===== config.mk =====
export PLATFORM = sky130hd
export DESIGN_NAME = leaky_integrator_tier_detector
export DESIGN_NICKNAME = d
export VERILOG_FILES = /design/src/rtl/lit_pkg.sv /design/src/rtl/leaky_integrator_tier_detector.sv /design/src/rtl/lit_regs.sv
export SDC_FILE = /design/constraint.sdc
export NUM_CORES = 2
export LEC_CHECK = 0
export BUFFER_PORTS_ARGS = -buffer_cell sky130_fd_sc_hd__clkbuf_2
export CAP_MARGIN = 20
export CORE_ASPECT_RATIO = 1.1
export CORE_MARGIN = 5
export CORE_UTILIZATION = 30
export CTS_CLUSTER_SIZE = 24
export DETAILED_ROUTE_END_ITERATION = 10
export SETUP_SLACK_MARGIN = 0.05
export SKIP_LAST_GASP = 1
export SLEW_MARGIN = 20
export SYNTH_ARGS = -nofsm -noshare
export SYNTH_HDL_FRONTEND = slang
export SYNTH_SLANG_ARGS = --single-unit

===== constraint.sdc =====
create_clock -name aclk -period 18.46 [get_ports aclk]
set_input_delay 1.846 -clock aclk [delete_from_list [all_inputs] [get_ports aclk]]
set_output_delay 1.846 -clock aclk [all_outputs]
set_load 0.005 [all_outputs]

===== src/rtl/lit_pkg.sv =====
// Shared types, register map and constants for the leaky integrator tier detector.
`default_nettype none

package lit_pkg;

    typedef struct packed {
        logic signed [31:0] smoke_weight;
        logic signed [31:0] fire_weight;
        logic        [4:0]  leak_shift_amount;
        logic signed [31:0] weak_threshold;
        logic signed [31:0] strong_threshold;
        logic signed [31:0] potential_after_fire;
        logic        [7:0]  refractory_length;
    } lit_cfg_t;

    // Register indexes (byte address is 4 * index)
    localparam logic [2:0] REG_SMOKE_WEIGHT         = 3'd0;
    localparam logic [2:0] REG_FIRE_WEIGHT          = 3'd1;
    localparam logic [2:0] REG_LEAK_SHIFT_AMOUNT    = 3'd2;
    localparam logic [2:0] REG_WEAK_THRESHOLD       = 3'd3;
    localparam logic [2:0] REG_STRONG_THRESHOLD     = 3'd4;
    localparam logic [2:0] REG_POTENTIAL_AFTER_FIRE = 3'd5;
    localparam logic [2:0] REG_REFRACTORY_LENGTH    = 3'd6;

    // Register reset values
    localparam logic signed [31:0] RST_SMOKE_WEIGHT         = 32'sd22937;
    localparam logic signed [31:0] RST_FIRE_WEIGHT          = 32'sd58982;
    localparam logic        [4:0]  RST_LEAK_SHIFT_AMOUNT    = 5'd4;
    localparam logic signed [31:0] RST_WEAK_THRESHOLD       = 32'sd52428;
    localparam logic signed [31:0] RST_STRONG_THRESHOLD     = 32'sd196608;
    localparam logic signed [31:0] RST_POTENTIAL_AFTER_FIRE = 32'sd0;
    localparam logic        [7:0]  RST_REFRACTORY_LENGTH    = 8'd8;

    localparam logic       MODE_OBSERVE = 1'b0;
    localparam logic       MODE_TICK    = 1'b1;

    localparam logic [1:0] CLASS_SMOKE  = 2'd0;
    localparam logic [1:0] CLASS_FIRE   = 2'd1;

    localparam logic [1:0] TIER_SILENT  = 2'd0;
    localparam logic [1:0] TIER_WEAK    = 2'd1;
    localparam logic [1:0] TIER_STRONG  = 2'd2;

    localparam logic [31:0] Q16_MAX = 32'h7fff_ffff;
    localparam logic [31:0] Q16_MIN = 32'h8000_0000;

    // Saturate a 36-bit two's complement value to the signed 32-bit range
    function automatic logic [31:0] sat32(input logic [35:0] x);
        logic [31:0] res;
        if (x[35] && (x[34:31] != 4'hf)) begin
            res = Q16_MIN;
        end else if (!x[35] && (x[34:31] != 4'h0)) begin
            res = Q16_MAX;
        end else begin
            res = x[31:0];
        end
        return res;
    endfunction

endpackage

`default_nettype wire


===== src/rtl/leaky_integrator_tier_detector.sv =====
// Top level of the leaky integrator tier detector: input register, datapath, result register.
`default_nettype none

// Leaky integrate-and-fire detector in signed Q16.16. An observe word (mode 0) with class
// smoke or fire adds weight*confidence, saturated, to a pending injection and gives no
// result. A tick word (mode 1) leaks the potential by v >> leak_shift_amount, adds and
// clears the injection, clamps at zero and returns one tier (silent, weak, strong); a
// strong tier reloads the potential and starts the refractory count, during which ticks
// report at most weak. One word is taken every cycle unless stalled: each word is held in the
// input register and is finished in a single pass of the multiply, add and compare logic
// into the state and result registers, from which a tick's tier is shown.
// A stalled result holds the next tick in the input register, and the input stalls behind
// it; observe words keep flowing until such a tick arrives.
module leaky_integrator_tier_detector (
    input  wire logic        aclk,
    input  wire logic        aresetn,
    input  wire logic        s_valid,
    output logic             s_ready,
    input  wire logic        s_mode,
    input  wire logic [1:0]  s_detect_class,
    input  wire logic [16:0] s_confidence,
    output logic             m_valid,
    input  wire logic        m_ready,
    output logic      [1:0]  m_tier,
    input  wire logic        psel,
    input  wire logic        penable,
    input  wire logic        pwrite,
    input  wire logic [4:0]  paddr,
    input  wire logic [31:0] pwdata,
    output logic      [31:0] prdata,
    output logic             pready
);
    import lit_pkg::*;

    lit_cfg_t cfg;

    lit_regs u_regs (
        .aclk    (aclk),
        .aresetn (aresetn),
        .psel    (psel),
        .penable (penable),
        .pwrite  (pwrite),
        .paddr   (paddr),
        .pwdata  (pwdata),
        .prdata  (prdata),
        .pready  (pready),
        .cfg     (cfg)
    );

    // Input register
    logic        in_v_reg;
    logic        in_mode_reg;
    logic [1:0]  in_class_reg;
    logic [16:0] in_conf_reg;

    // State and result register
    logic [31:0] potential_reg;
    logic [31:0] pending_reg;
    logic [7:0]  refr_reg;
    logic        out_v_reg;
    logic [1:0]  tier_reg;

    logic        consume;
    logic        accept;

    assign consume = in_v_reg && ((in_mode_reg == MODE_OBSERVE) || !out_v_reg || m_ready);
    assign s_ready = aresetn && (!in_v_reg || consume);
    assign accept  = s_valid && s_ready;
    assign m_valid = out_v_reg;
    assign m_tier  = tier_reg;

    // Observe path: weight * confidence, floor >> 16, saturate, accumulate
    logic        use_obs;
    logic [31:0] weight;
    logic [49:0] prod;
    logic [31:0] prod_sat;
    logic [31:0] inj_next;

    assign use_obs  = (in_class_reg == CLASS_SMOKE) || (in_class_reg == CLASS_FIRE);
    assign weight   = (in_class_reg == CLASS_SMOKE) ? cfg.smoke_weight : cfg.fire_weight;
    assign prod     = {{18{weight[31]}}, weight} * {33'd0, in_conf_reg};
    assign prod_sat = sat32({{2{prod[49]}}, prod[49:16]});
    assign inj_next = sat32({{4{pending_reg[31]}}, pending_reg}
                          + {{4{prod_sat[31]}}, prod_sat});

    // Tick path: leak, inject, clamp, classify
    logic signed [31:0] leak;
    logic        [32:0] leaked;
    logic        [35:0] v_sum;
    logic        [31:0] v_sat;
    logic signed [31:0] v;
    logic               hit_weak;
    logic               hit_strong;

    assign leak       = $signed(potential_reg) >>> cfg.leak_shift_amount;
    assign leaked     = {potential_reg[31], potential_reg} - {leak[31], leak};
    assign v_sum      = {{3{leaked[32]}}, leaked} + {{4{pending_reg[31]}}, pending_reg};
    assign v_sat      = sat32(v_sum);
    assign v          = v_sat[31] ? 32'sd0 : $signed(v_sat);
    assign hit_weak   = v >= cfg.weak_threshold;
    assign hit_strong = v >= cfg.strong_threshold;

    always_ff @(posedge aclk) begin
        if (!aresetn) begin
            in_v_reg      <= 1'b0;
            out_v_reg     <= 1'b0;
            potential_reg <= '0;
            pending_reg   <= '0;
            refr_reg      <= '0;
            tier_reg      <= TIER_SILENT;
        end else begin
            if (accept) begin
                in_v_reg     <= 1'b1;
                in_mode_reg  <= s_mode;
                in_class_reg <= s_detect_class;
                in_conf_reg  <= s_confidence;
            end else if (consume) begin
                in_v_reg <= 1'b0;
            end

            if (consume && (in_mode_reg == MODE_TICK)) begin
                out_v_reg <= 1'b1;
            end else if (m_ready) begin
                out_v_reg <= 1'b0;
            end

            if (consume) begin
                if (in_mode_reg == MODE_OBSERVE) begin
                    if (use_obs) begin
                        pending_reg <= inj_next;
                    end
                end else begin
                    pending_reg <= '0;
                    if (refr_reg != 8'd0) begin
                        refr_reg      <= refr_reg - 8'd1;
                        potential_reg <= v;
                        tier_reg      <= hit_weak ? TIER_WEAK : TIER_SILENT;
                    end else if (hit_strong) begin
                        refr_reg      <= cfg.refractory_length;
                        potential_reg <= cfg.potential_after_fire;
                        tier_reg      <= TIER_STRONG;
                    end else begin
                        potential_reg <= v;
                        tier_reg      <= hit_weak ? TIER_WEAK : TIER_SILENT;
                    end
                end
            end
        end
    end

endmodule

`default_nettype wire


===== src/rtl/lit_regs.sv =====
// APB configuration register file for the leaky integrator tier detector.
`default_nettype none

module lit_regs (
    input  wire logic              aclk,
    input  wire logic              aresetn,
    input  wire logic              psel,
    input  wire logic              penable,
    input  wire logic              pwrite,
    input  wire logic [4:0]        paddr,
    input  wire logic [31:0]       pwdata,
    output logic      [31:0]       prdata,
    output logic                   pready,
    output lit_pkg::lit_cfg_t      cfg
);
    import lit_pkg::*;

    lit_cfg_t   cfg_reg;
    logic [2:0] index;
    logic       wr_en;

    assign index  = paddr[4:2];
    assign wr_en  = psel && penable && pwrite;
    assign pready = 1'b1;
    assign cfg    = cfg_reg;

    always_ff @(posedge aclk) begin
        if (!aresetn) begin
            cfg_reg.smoke_weight         <= RST_SMOKE_WEIGHT;
            cfg_reg.fire_weight          <= RST_FIRE_WEIGHT;
            cfg_reg.leak_shift_amount    <= RST_LEAK_SHIFT_AMOUNT;
            cfg_reg.weak_threshold       <= RST_WEAK_THRESHOLD;
            cfg_reg.strong_threshold     <= RST_STRONG_THRESHOLD;
            cfg_reg.potential_after_fire <= RST_POTENTIAL_AFTER_FIRE;
            cfg_reg.refractory_length    <= RST_REFRACTORY_LENGTH;
        end else if (wr_en) begin
            case (index)
                REG_SMOKE_WEIGHT:         cfg_reg.smoke_weight         <= pwdata;
                REG_FIRE_WEIGHT:          cfg_reg.fire_weight          <= pwdata;
                REG_LEAK_SHIFT_AMOUNT:    cfg_reg.leak_shift_amount    <= pwdata[4:0];
                REG_WEAK_THRESHOLD:       cfg_reg.weak_threshold       <= pwdata;
                REG_STRONG_THRESHOLD:     cfg_reg.strong_threshold     <= pwdata;
                REG_POTENTIAL_AFTER_FIRE: cfg_reg.potential_after_fire <= pwdata;
                REG_REFRACTORY_LENGTH:    cfg_reg.refractory_length    <= pwdata[7:0];
                default: begin
                    // drop writes outside the map
                end
            endcase
        end
    end

    always_comb begin
        case (index)
            REG_SMOKE_WEIGHT:         prdata = cfg_reg.smoke_weight;
            REG_FIRE_WEIGHT:          prdata = cfg_reg.fire_weight;
            REG_LEAK_SHIFT_AMOUNT:    prdata = {27'd0, cfg_reg.leak_shift_amount};
            REG_WEAK_THRESHOLD:       prdata = cfg_reg.weak_threshold;
            REG_STRONG_THRESHOLD:     prdata = cfg_reg.strong_threshold;
            REG_POTENTIAL_AFTER_FIRE: prdata = cfg_reg.potential_after_fire;
            REG_REFRACTORY_LENGTH:    prdata = {24'd0, cfg_reg.refractory_length};
            default:                  prdata = 32'd0;
        endcase
    end

endmodule

`default_nettype wire


-- Word level (Yosys, flattened, before mapping)
Index checks and enable logic that the tools add are counted.
- bitwise gates (word level): 1
- equal/unequal tests: 10
- $lt $le $gt $ge: 2
- multipliers: 1
- add/subtract/negate cells: 4
- shift-type cells: 1
- reductions and logical operators: 42
- multiplexer cells: 22
- operators with widths (kind ; number):
    2-to-1 mux 32 bit ; 11
    case mux 32 bit (7 select lines) ; 1
    >= comparator 32 bit ; 2
    multiplier 32 x 18 -> 50 bit ; 1
    adder 33 x 32 -> 34 bit ; 1
    adder 32 x 32 -> 33 bit ; 1
    subtractor 32 x 32 -> 33 bit ; 1
    >>> shifter 32 x 5 -> 32 bit ; 1
    2-to-1 mux 31 bit ; 1
    AND reduction 2 bit ; 10
    2-to-1 mux 8 bit ; 2
    logical AND 1 bit ; 12
    != test 4 bit (second input constant) ; 3
    nonzero test 4 bit ; 3
    equality test 3 bit (second input constant) ; 3
    nonzero test 2 bit ; 4
    nonzero test 8 bit ; 1
    subtractor 8 x 1 -> 8 bit (second input constant) ; 1
    equality test 3 x 2 -> 1 bit (second input constant) ; 2
    zero test 1 bit ; 5
    2-to-1 mux 1 bit ; 5
    logical OR 1 bit ; 4
    2-to-1 mux 2 bit ; 2
    equality test 3 x 1 -> 1 bit (second input constant) ; 1
    other kinds (5) ; 5
- output and inout bits: 37
- input bits: 64
- word-level logic and storage cells: 99
- flip-flop bits (word level): 269

-- Depth between registers and ports, before layout
- word-level depth: 14
- gate-level depth with buffers: 41
- gate-level depth less buffers: 36

-- By module
Synthesis repeated with hierarchy kept, for this count alone.
- cells, all modules: 4496
- area, all modules: 38727.1 um^2
- modules (own cells, without submodules) (module ; cells each ; sequential area each (um^2) ; instances ; area each (um^2)):
    leaky_integrator_tier_detector ; 3688 ; 2122.0 ; 1 ; 30909.6
    lit_regs ; 808 ; 3463.3 ; 1 ; 7817.5

-- Worst setup path before layout
No wires, ideal clock.
- path kind: register to register
- start: register in_class_reg[1]
- end: register pending_reg[30]
- cell stages (with the launch flop): 38
- path slack: 8439 ps
- arrival time: 9965 ps
- data required time: 18403 ps
- period minus slack after synthesis: 10021 ps
- cell sequence: edfxtp_1 > nor2_1 > clkbuf_1 > clkbuf_1 > mux2_2 > and2_1 > fa_1 > inv_1 > fa_1 > fa_1 > inv_1 > fa_1 > fa_1 > inv_1 > fa_1 > inv_1 > ha_1 > a21o_1 > (+2 left out) > o21ai_1 > o2111ai_1 > nand2_1 > o311ai_1 > nand2_1 > clkbuf_1 > a21boi_0 > ha_1 > a21o_1 > a311oi_1 > a211o_1 > o211ai_2 > a31oi_4 > o31a_1 > xor2_1 > a2111oi_4 > buf_6 > o32a_2
- cells in the longest elaborated chain, start to end: 14
- RTL lines (item ; line ; text):
    from (decl) ; leaky_integrator_tier_detector.sv:53 ; logic [1:0] in_class_reg;
    from (signal assigned) ; leaky_integrator_tier_detector.sv:115 ; in_class_reg <= s_detect_class;
    zero test 2 bit ; leaky_integrator_tier_detector.sv:79, leaky_integrator_tier_detector.sv:80 ;
    2-to-1 mux 32 bit ; leaky_integrator_tier_detector.sv:80 ; assign weight = (in_class_reg == CLASS_SMOKE) ? cfg.smoke_weight : cfg.fire_weight;
    multiplier 32 x 18 -> 50 bit ; leaky_integrator_tier_detector.sv:81 ; assign prod = {{18{weight[31]}}, weight} * {33'd0, in_conf_reg};
    nonzero test 4 bit or zero test 1 bit (tied branches) ; lit_pkg.sv:52 ; end else if (!x[35] && (x[34:31] != 4'h0)) begin
    logical AND 1 bit ; lit_pkg.sv:52 ;
    2-to-1 mux 32 bit ; lit_pkg.sv:52 ;
    2-to-1 mux 32 bit ; lit_pkg.sv:50 ; if (x[35] && (x[34:31] != 4'hf)) begin
    adder 32 x 32 -> 33 bit ; leaky_integrator_tier_detector.sv:84 ; + {{4{prod_sat[31]}}, prod_sat});
    nonzero test 4 bit or zero test 1 bit (tied branches) ; lit_pkg.sv:52 ;
    logical AND 1 bit ; lit_pkg.sv:52 ;
    2-to-1 mux 32 bit ; lit_pkg.sv:52 ;
    2-to-1 mux 32 bit ; lit_pkg.sv:50 ;
    2-to-1 mux 32 bit ; leaky_integrator_tier_detector.sv:129 ; if (use_obs) begin
    2-to-1 mux 32 bit ; leaky_integrator_tier_detector.sv:128 ; if (in_mode_reg == MODE_OBSERVE) begin
    to (signal assigned) ; leaky_integrator_tier_detector.sv:130 ; pending_reg <= inj_next;
    to (decl) ; leaky_integrator_tier_detector.sv:58 ; logic [31:0] pending_reg;
Parallel ways exist; a longest one is shown, timed or not. The select of a mux whose other input is x is not followed.
A chain may end at the register's enable or synchronous reset.

-- Worst setup path after layout
- start: register in_class_reg[1]
- end: register pending_reg[27]
Same word-level chain as after synthesis.

==> impl.org <==
** Min path
- Hold path startpoint :: u_regs.cfg[43]
- The worst hold path terminates at u_regs.cfg[43].
- The tightest min-delay check is of the register to register type.
- Number of cells traversed by the worst hold path :: 2

** Critical path
- Critical Path Sink Type :: register
- Buf/Inv on CP :: 6
- Critical Setup Path Class :: register to register
- The setup check on the worst reg-to-reg path leaves a slack of about 6 ns.
- The worst setup path is launched from a register.
- Dominant cell type by count on the critical path :: fa_1
- For the worst setup path, the data arrival time is 13.08 ns.
- The endpoint identified for the worst register-to-register timing path is pending_reg[27].
- STA puts the critical path data required time at 18.98 ns.
- Critical path's slowest cell :: a2111oi_4
- Top Family by Delay on Critical Path :: compound AO/OA/AOI/OAI gates
- FF-to-FF Start :: in_class_reg[1]
- In this design, the stage delay of the slowest critical-path cell is 0.83 ns.
- Of all nets on the critical path, the largest fanout is 32.
- Counting cells, the worst reg-to-reg path comes to 36.

** Die
- The initial utilization of the core area, before any placement, comes to 0.301.
- Top-level port count :: around 100
- The die covers ~140000 sq um.
- The die is 352 microns wide.
- The floorplan step set the die height to between 300 and 400 microns.
- Std cell rows :: about 140
- Standard cell core area :: 128000 sq um

** Drt
- Number of remaining DRC errors :: 0
- Number of vias per cell :: just over 5
- Detailed routing inserted a total of about 32000 vias.
- The routed design has around 130000 microns of wire.
- The detail route stage leaves a number of antenna-violating nets equal to 0.
- The first detailed-routing pass ran for 5 iterations.
- Average routed wire per standard cell :: between 15 and 20 microns
- After the first detailed-routing iteration, the DRC count stood at ~2700.

** STA
- Setup total negative slack on the finished layout was measured at 0 ns.
- Tightest Pin Transition :: 1.07 ns
- The final-report hold violation count was 0.
- Of the available clock period, the critical path in the final layout requires 0.680.
- The tightest hold path in the finished design has a slack of about 0.46 ns.
- The number of max-slew violations in the final report came to 0.
- Setup slack closes at 5.90 ns.
- Max transition margin :: 0.279
- Shortest period the worst path allows :: between 10 and 15 ns
- Setup repair after global routing left no endpoint under its margin.
- Post-route clock skew :: 0.0428 ns
- Final count of negative-setup-slack endpoints :: 0
- For this run, the top clock speed supported by timing is roughly 0.08 GHz.

** Placement
- Detail Placement HPWL :: 97100 microns
- Number of input and output port buffers inserted :: 97
- Standard cell area after detailed placement :: ~41000 sq um
- In this run, placement finished with an instance count of between 6000 and 7000.
- Global placer's final weighted congestion :: roughly 0.95
- Worst slack at placement :: 5.98 ns

** Layout
- Across the whole layout, storage elements account for around 5600 sq um.
- Count of placed standard cells in the final layout, fillers left out :: roughly 6400
- Count of filler cells inserted in the layout :: 13508
- Fraction of final layout cells with drive strength greater than 1 :: 0.0679
- Footprint of the multi-input gates :: 28900 sq um
- With fillers left out, the area of the finished cells amounts to approximately 42000 sq um.
- Commonest non-fill, non-tap cell in the layout :: inv_1
- The register with the most flip-flops in the layout has ~170 of them.
- Area added between synthesis and finish :: 8.48%
- Net count reported at finish :: ~5500
- Utilization of the core after routing :: 0.327
- Commonest non-fill, non-tap cells in the layout :: 861 x inv_1, 785 x nand2_1, 551 x fa_1

** Synthesis
- The share of synthesized area in the top cell type comes to 0.286.
- The synthesized design contains 20 enable-type register cells.
- Mean Syn Cell Area :: 8.19 sq um
- Cell count after synthesis :: 4719
- Number of library cell types mapped by synthesis :: 92
- The Yosys step of the flow raised 0 warnings.
- The most used flip-flop cell after synthesis is dfxtp_1.
- In the post-synthesis netlist, the biggest area contributors are fa_1 29%, dfxtp_1 13%, inv_1 8.4%, ha_1 7.9%, nand2_1 7.6%.
- Synthesized flop and latch total :: between 200 and 300
- Fraction of registers with async set or reset after synthesis :: 0
- Leading area contributor after synthesis :: fa_1
- The cell area that synthesis handed to floorplanning was about 39000 sq um.
- Nets in the synthesized netlist :: 5577
- The share of the Yosys chip area taken by registers is 0.145.

** Power
- The design draws just over 6 mW.
- In this run the static leakage power is between 15 and 20 nW.
- Worst-case vdd ir drop :: about 210 uV
- Power Density :: 148 nW/um^2

** Clock tree
- Clock transition at path regs :: around 0.06 ns
- Hold repair after CTS inserted 0 buffers.
- The H-tree was split into 2 levels.
- Post-CTS repair changed the size of 0 cells.
- Total CTS buffers :: 35
- Clock tree synthesis selected as its root buffer the cell clkbuf_16.
- After clock tree synthesis, the setup repair step added 0 buffers.
- Clock latency at the later pin of the worst-skew pair :: a little over 0.6 ns
- Count of clock tree sinks :: between 200 and 300
- No sink is reached through more buffers than the 3 on the longest clock path.
- CTS tree :: done

** Global route
- The total overflow left after global routing is 0.
- Antenna violations before repair :: 4
- Entering global routing, the biggest net connects 59 pins.
- Global-route wire length before repair :: approximately 200000 microns
- Across every metal layer, demand over resource in global routing totals 0.185.
- The via count of the first global-routing pass is 33277.

** Outcome
- Outcome :: complete, no violations

** Run
- Max-Cap Viols :: 0
[synthesized netlist by cell type, types with 27 or more instances]
cell	number
o21ai_0	173
ha_1	243
mux4_2	29
a21o_1	66
a21boi_0	28
nor2_1	161
o211ai_1	29
nand3_1	47
a22oi_1	30
clkbuf_1	212
dfxtp_1	249
mux2i_1	70
and3_1	27
xor2_1	31
xnor2_1	57
nand2_1	786
fa_1	551
a21oi_1	313
inv_1	861
and2_1	273
mux2_2	42
[area by class of cell]
cell class	instances	area share
Inverter	866	0.0777
Timing Repair Buffer	150	0.0211
Antenna cell	3	0.000179
Tap cell	1680	0.0502
Multi-Input combinational cell	3340	0.689
Sequential cell	269	0.133
Clock inverter	15	0.00606
Clock buffer	46	0.0228
[worst min-delay path: stages (launching register included)]
cell	delay, ns
dfxtp_1	0.31
nand2_1	0.05
a21oi_1	0.05
[how the worst max path moves through the flow]
stage,startpoint,endpoint,slack [ns],depth (start not counted)
6_report,in_class_reg[1],pending_reg[27],5.90,36
5_1_grt,in_class_reg[1],pending_reg[27],5.21,36
4_1_cts,in_class_reg[1],pending_reg[26],5.92,36
3_5_place_dp,in_class_reg[1],pending_reg[30],5.98,36
3_3_place_gp,in_class_reg[1],pending_reg[30],6.06,36
2_1_floorplan,in_class_reg[1],pending_reg[30],8.44,37
[power by group]
group | total [mW] | internal, mW | switching (mW)
logic | 4.83 | 1.92 | 2.91
registers | 0.635 | 0.611 | 0.0243
clock network | 0.742 | 0.440 | 0.302
[metal layers]
metal / up-vias / part of all wire / global-route usage
li1: 14918 / - / -
met1: 16272 / 0.43 / 0.244
met2: 1056 / 0.48 / 0.317
met3: 199 / 0.060 / 0.0228
met4: 0 / 0.035 / 0.0594
met5: - / 0 / 0
[kinds of logic (layout without fill, tap and decap cells)]
group	count (synthesis)	in the layout	share of synthesized area
AND/OR/NAND/NOR	1429	1429	0.169
flip-flops	269	269	0.145
adder cells (fa/ha/maj)	794	794	0.364
XOR/XNOR	88	88	0.0200
multiplexers	141	141	0.0473
AO/OA/AOI/OAI	887	887	0.146
other	1	4	0.0000971
buffers and inverters	1110	1077	0.109
Note: power is estimated with default switching activity, not from simulation.
